--- src/design/hfas_pkg.sv ---
// shared types and constants for the half float adder/subtractor
package hfas_pkg;

	localparam int WORD_W = 16;
	localparam int EXP_W = 5;
	localparam int FRAC_W = 10;
	localparam int SIG_W = FRAC_W + 2;
	localparam int SUM_W = SIG_W + 1;
	localparam int POS_W = 4;

	localparam logic [WORD_W-1:0] SIGN_MASK = 16'h8000;
	localparam logic [WORD_W-1:0] ZERO_WORD = 16'h0000;

	typedef enum logic {
		OP_ADD = 1'b0,
		OP_SUB = 1'b1
	} op_t;

	typedef struct packed {
		logic sign;
		logic [EXP_W-1:0] exp;
		logic [FRAC_W-1:0] frac;
	} half_t;

	// aligned sum, or a word to pass straight through
	typedef struct packed {
		logic bypass;
		logic [WORD_W-1:0] bypass_word;
		logic signed [SUM_W-1:0] sum;
		logic [EXP_W-1:0] exp;
	} align_t;

endpackage

--- src/design/hfas_align.sv ---
// operand unpack, zero bypass, exponent alignment and significand add
module hfas_align import hfas_pkg::*; (
	input  op_t              operation,
	input  logic [WORD_W-1:0] first_word,
	input  logic [WORD_W-1:0] second_word,
	output align_t           aligned
);

	half_t x, y;
	logic [WORD_W-1:0] y_word;
	logic signed [SIG_W-1:0] mx, my, mx_sh, my_sh;
	logic [EXP_W-1:0] diff;

	always_comb begin
		// subtract flips the sign, but zero stays zero
		if (operation == OP_SUB && second_word != ZERO_WORD) begin
			y_word = second_word ^ SIGN_MASK;
		end else begin
			y_word = second_word;
		end
		x = half_t'(first_word);
		y = half_t'(y_word);
	end

	always_comb begin
		mx = $signed({2'b01, x.frac});
		my = $signed({2'b01, y.frac});
		if (x.sign) begin
			mx = -mx;
		end
		if (y.sign) begin
			my = -my;
		end
	end

	always_comb begin
		mx_sh = mx;
		my_sh = my;
		if (x.exp > y.exp) begin
			diff = x.exp - y.exp;
			my_sh = my >>> diff;
			aligned.exp = x.exp;
		end else begin
			diff = y.exp - x.exp;
			mx_sh = mx >>> diff;
			aligned.exp = y.exp;
		end
		aligned.sum = {mx_sh[SIG_W-1], mx_sh} + {my_sh[SIG_W-1], my_sh};
		priority if (first_word == ZERO_WORD) begin
			aligned.bypass = 1'b1;
			aligned.bypass_word = y_word;
		end else if (y_word == ZERO_WORD) begin
			aligned.bypass = 1'b1;
			aligned.bypass_word = first_word;
		end else begin
			aligned.bypass = 1'b0;
			aligned.bypass_word = ZERO_WORD;
		end
	end

endmodule

--- src/design/hfas_norm.sv ---
// magnitude, leading-one normalize and pack of the aligned sum
module hfas_norm import hfas_pkg::*; (
	input  align_t           aligned,
	output logic [WORD_W-1:0] sum_word
);

	logic [SUM_W-1:0] abs_sum;
	logic [SIG_W-1:0] mag, mag_n;
	logic [POS_W-1:0] lead;
	logic [EXP_W-1:0] exp_n;
	logic sign;

	always_comb begin
		sign = aligned.sum[SUM_W-1];
		abs_sum = sign ? SUM_W'(-aligned.sum) : SUM_W'(aligned.sum);
		mag = abs_sum[SIG_W-1:0];
	end

	always_comb begin
		lead = '0;
		for (int i = 0; i < SIG_W; i++) begin
			if (mag[i]) begin
				lead = POS_W'(i);
			end
		end
	end

	always_comb begin
		if (lead > POS_W'(FRAC_W)) begin
			mag_n = mag >> (lead - POS_W'(FRAC_W));
		end else begin
			mag_n = mag << (POS_W'(FRAC_W) - lead);
		end
		// exponent wraps, only low bits are kept
		exp_n = aligned.exp + EXP_W'(lead) - EXP_W'(FRAC_W);
	end

	always_comb begin
		priority if (aligned.bypass) begin
			sum_word = aligned.bypass_word;
		end else if (aligned.sum == '0) begin
			sum_word = ZERO_WORD;
		end else begin
			sum_word = {sign, exp_n, mag_n[FRAC_W-1:0]};
		end
	end

endmodule

--- src/design/half_float_add_sub.sv ---
// half float add/subtract: input register, one combinational pass, result register
//
// Input channel: in_valid/in_ready with operation (0 add, 1 subtract),
// first_word and second_word, each 1 sign, 5 exponent, 10 fraction bits.
// Output channel: out_valid/out_ready with sum_word, truncated, no rounding.
// A zero operand passes the other one through; an exact cancel gives zero.
// No special handling of infinity, NaN, subnormals or exponent overflow.
//
// An accepted word is captured in the input register and moves on into the
// result register once that register is free; sum_word is registered.
// Throughput: one word per cycle while the receiver does not stall; align,
// add and normalize all sit in the single logic stage between the two registers.
// Reset (arst_n low) empties both registers; the block then accepts at once.
// When the receiver stalls, the result register holds and the input
// register still takes one more word; in_ready drops once both are full.
module half_float_add_sub import hfas_pkg::*; (
	input  logic              clk,
	input  logic              arst_n,
	input  logic              in_valid,
	output logic              in_ready,
	input  logic              operation,
	input  logic [WORD_W-1:0] first_word,
	input  logic [WORD_W-1:0] second_word,
	output logic              out_valid,
	input  logic              out_ready,
	output logic [WORD_W-1:0] sum_word
);

	logic valid_s1, valid_s2;
	op_t op_s1;
	logic [WORD_W-1:0] x_s1, y_s1, sum_s2, sum_d;
	align_t aligned;
	logic adv_s1, in_fire;

	assign adv_s1 = !valid_s2 || out_ready;
	assign in_ready = !valid_s1 || adv_s1;
	assign in_fire = in_valid && in_ready;

	always_ff @(posedge clk or negedge arst_n) begin
		if (!arst_n) begin
			valid_s1 <= 1'b0;
			valid_s2 <= 1'b0;
		end else begin
			if (in_ready) begin
				valid_s1 <= in_valid;
			end
			if (adv_s1) begin
				valid_s2 <= valid_s1;
			end
		end
	end

	always_ff @(posedge clk) begin
		if (in_fire) begin
			op_s1 <= op_t'(operation);
			x_s1 <= first_word;
			y_s1 <= second_word;
		end
		if (adv_s1 && valid_s1) begin
			sum_s2 <= sum_d;
		end
	end

	hfas_align u_align (
		.operation   (op_s1),
		.first_word  (x_s1),
		.second_word (y_s1),
		.aligned     (aligned)
	);

	hfas_norm u_norm (
		.aligned  (aligned),
		.sum_word (sum_d)
	);

	assign out_valid = valid_s2;
	assign sum_word = sum_s2;

	// a held input word keeps its operands until the result stage frees up
	a_hold_s1: assert property (@(posedge clk) disable iff (!arst_n)
		valid_s1 && !adv_s1 |=> valid_s1 && $stable(x_s1) && $stable(y_s1))
		else $error("input stage lost a stalled word");

	// an accepted word always reaches the input register
	a_fill_s1: assert property (@(posedge clk) disable iff (!arst_n)
		in_fire |=> valid_s1)
		else $error("accepted word not captured");

	// a word leaving the input stage lands in the result register
	a_move_s2: assert property (@(posedge clk) disable iff (!arst_n)
		valid_s1 && adv_s1 |=> valid_s2 && sum_s2 == $past(sum_d))
		else $error("result register missed a word");

	// zero first operand passes the second one through; checked for add only
	a_zero_x: assert property (@(posedge clk) disable iff (!arst_n)
		valid_s1 && adv_s1 && x_s1 == ZERO_WORD && op_s1 == OP_ADD
		|=> sum_s2 == $past(y_s1))
		else $error("zero operand bypass wrong");

endmodule
--- config.mk ---
export PLATFORM = sky130hd
export DESIGN_NAME = half_float_add_sub
export DESIGN_NICKNAME = d
export VERILOG_FILES = /design/src/design/hfas_pkg.sv /design/src/design/hfas_align.sv /design/src/design/hfas_norm.sv /design/src/design/half_float_add_sub.sv
export SDC_FILE = /design/constraint.sdc
export NUM_CORES = 1
export LEC_CHECK = 0
export ABC_CLOCK_PERIOD_IN_PS = 10900
export BUFFER_PORTS_ARGS = -buffer_cell sky130_fd_sc_hd__clkbuf_2
export CORE_MARGIN = 4
export CORE_UTILIZATION = 40
export CTS_CLUSTER_DIAMETER = 30
export DETAILED_ROUTE_END_ITERATION = 16
export PLACE_DENSITY_LB_ADDON = 0.08
export SLEW_MARGIN = 10
export SYNTH_ARGS = -nofsm -noshare
export SYNTH_HDL_FRONTEND = slang
export SYNTH_SLANG_ARGS = --single-unit
--- constraint.sdc ---
create_clock -name clk -period 10.9 [get_ports clk]
set_input_delay 2.725 -clock clk [delete_from_list [all_inputs] [get_ports clk]]
set_output_delay 2.725 -clock clk [all_outputs]
set_load 0.01 [all_outputs]
==> results.json <==
{
  "startpoint_type": "flop",
  "mostFrequentLayoutCells": "nor2_1, o21ai_0, nand2_1, clkbuf_2, a21oi_1",
  "routed-wl-met2_um": 8946,
  "required_ns": 10.93,
  "grt_pass1_vias": 5452,
  "synthAdderAreaFrac": 0.08616,
  "die_h_um": 132.1,
  "holdBufCountCts": 0,
  "yosysSeqAreaShare": 0.2471,
  "crit_path_frequent_cell": "ha_1",
  "cts_buffers": 5,
  "cp_slowest_stage_delay_ns": 0.66,
  "worstHoldPathType": "reg -> reg",
  "grt_pass1_wl_um": 29750,
  "wl_met1_um": 8512,
  "layout_commonest_cell": "nor2_1",
  "yosys.area_share.simple": 0.1746,
  "critPathKind": "reg -> reg",
  "rsz0062_at_grt": "no",
  "cts_tree": "built",
  "synthTopCellsByArea": "edfxtp_1, ha_1, mux2i_1",
  "cap_violations": 0,
  "initial_core_util": 0.4065,
  "drt-wirelength-per-cell_um": 20.10,
  "ant_nets": 0,
  "arrival_ns": 9.38,
  "postCtsSetupRepairBufs": 0,
  "crit_buf_inv": 3,
  "antenna_found_initial": 0,
  "drc": 0,
  "gp_congestion": 0.9576,
  "min_path_cells": 1,
  "crit_cells": 30,
  "globalRouteOverflowTotal": 0,
  "async_reset_ff_frac": 0.03922,
  "htree_levels": 2,
  "status": "complete, no violations",
  "slew_viol_final": 0,
  "reg2reg_depth": 30,
  "dr_wl_met3_um": 1041,
  "slowest_stage": "or4_1",
  "finalHoldViolCount": 0,
  "firstDrtPassIters": 5,
  "synth_top_family_by_area": "compound AO/OA/AOI/OAI gates",
  "num_antenna_cells": 0,
  "cts_root_buf": "clkbuf_16",
  "drt_iter0_drc": 515,
  "yosysTopAreaCell": "edfxtp_1",
  "synthMuxAreaShare": 0.1093,
  "worst_slew_pin_slew_ns": 1.126,
  "synth-compound-area-share": 0.2607,
  "yosysUniqueCellTypes": 85,
  "setup_viol": 0,
  "die_w_um": 132.1,
  "core_area_um2": 15150,
  "clock_latency_ns": 0.30,
  "relSlewSlack": 0.2445,
  "synth.top_cell.area_share": 0.2390,
  "synthCells": 722,
  "grt_max_degree": 35,
  "fin_crit_ns": 9.351,
  "syn_nets": 799,
  "max_freq_mhz": 106.9,
  "cts.clk_slew.worst_paths_ns": 0.07,
  "numClockSinks": 51,
  "synth-edff-count": 49,
  "fp-row-count": 45,
  "via_count": 5678,
  "highest_layer": "met4",
  "drt-total-wl_um": 19000,
  "worst-path-max-fanout": 16,
  "synthXorXnorAreaFrac": 0.07702,
  "critPathCaptureType": "flop",
  "post_cts_resized": 0,
  "numPortBuffers": 54,
  "tns_ns": 0,
  "nets": 833,
  "drive_above_1_share": 0.1546,
  "viasPerCell": 6.008,
  "ios": 55,
  "detailed_place_hpwl_um": 15340,
  "grtUsageTotal": 0.2132,
  "syn_area_um2": 6157,
  "fin_crit_sh": 0.8579,
  "ys_ff_latch": 51,
  "finClkSkew_ns": 0.009829,
  "syn_area_per_cell_um2": 8.528,
  "area_growth_syn_to_layout_pct": 9.145,
  "yosysWarnings": 0,
  "synthFlopType": "edfxtp_1",
  "cts_buffer_depth": 2,
  "die_area_um2": 17440,
  "path_delay_family": "simple AND/OR/NAND/NOR gates"
}
==> cells by family after synthesis <==
group / after synthesis
adders and majority gates: 40
buffers and inverters: 67
DFF: 51
muxes: 60
xor gates and xnor gates: 52
AOI/OAI and AO/OA: 231
and+or+nand+nor: 221
==> state kept, by name, summed over array words and instances, names as in the netlist <==
| register | count |
|---|---|
| y_s1 | 16 |
| valid_s1 | 1 |
| x_s1 | 16 |
| out_valid | 1 |
| op_s1 | 1 |
| sum_word | 16 |
==> stage by stage <==
stage,hold WS [ns],util,cell area (µm²),setup WS [ns],cells
after floorplan,0.4490,-,6157,3.050,722
after global placement,0.4610,0.4340,6573,1.977,937
after detailed placement,0.4708,0.4340,6573,1.726,937
after CTS,0.5044,0.4437,6720,1.672,945
after global routing,0.5332,0.4437,6720,0.9550,945
final,0.4990,0.4437,6720,1.549,945
==> final timing paths <==
kind	end	startpoint	slack, ns
worst min register to register	out_valid	valid_s1	0.50
worst min-delay path	out_valid	valid_s1	0.50
min in group asynchronous	valid_s1	arst_n	2.19
worst max-delay path	sum_word[1]	y_s1[0]	1.55
max in group asynchronous	out_valid	arst_n	8.61
worst max register to register	sum_word[1]	y_s1[0]	1.55
==> cell type report <==
class	instances	area [µm²]
Clock buffer	5	125.1
Fill cell	1503	8426
Tap cell	188	235.2
Clock inverter	3	22.52
Multi-Input combinational cell	604	4370
Timing Repair Buffer	60	315.3
Sequential cell	51	1521
Inverter	34	130.1
==> cell usage after synthesis (all sizes together) (3+ instances only) <==
library cell and number:
a31o 3, mux2 15, o221ai 7, nand3 19, or2 6, a21o 9, nand2b 13, o31ai 7
or3b 4, o21ai 58, nand4 9, nand3b 3, fa 4, a22oi 7, clkbuf 25, xor2 25
mux2i 41, mux4 4, o311ai 3, o22ai 4, edfxtp 49, buf 8, a211oi 15, nand2 55
ha 36, and2 12, or4 3, o21a 7, nor3 8, a211o 6, xnor2 27, nor2b 8
a21oi 54, nor2 69, o211ai 9, a31oi 12, inv 34, nor4 3, a222oi 3
==> layer usage <==
layer	GRT usage	vias to the layer above
li1	-	2765
met1	0.2887	2664
met2	0.3529	208
met3	0.02939	41
met4	0.06826	0
met5	0	-
Power is not shown: default switching activity piles up to over one toggle a cycle in this logic, so the estimate is an artifact.
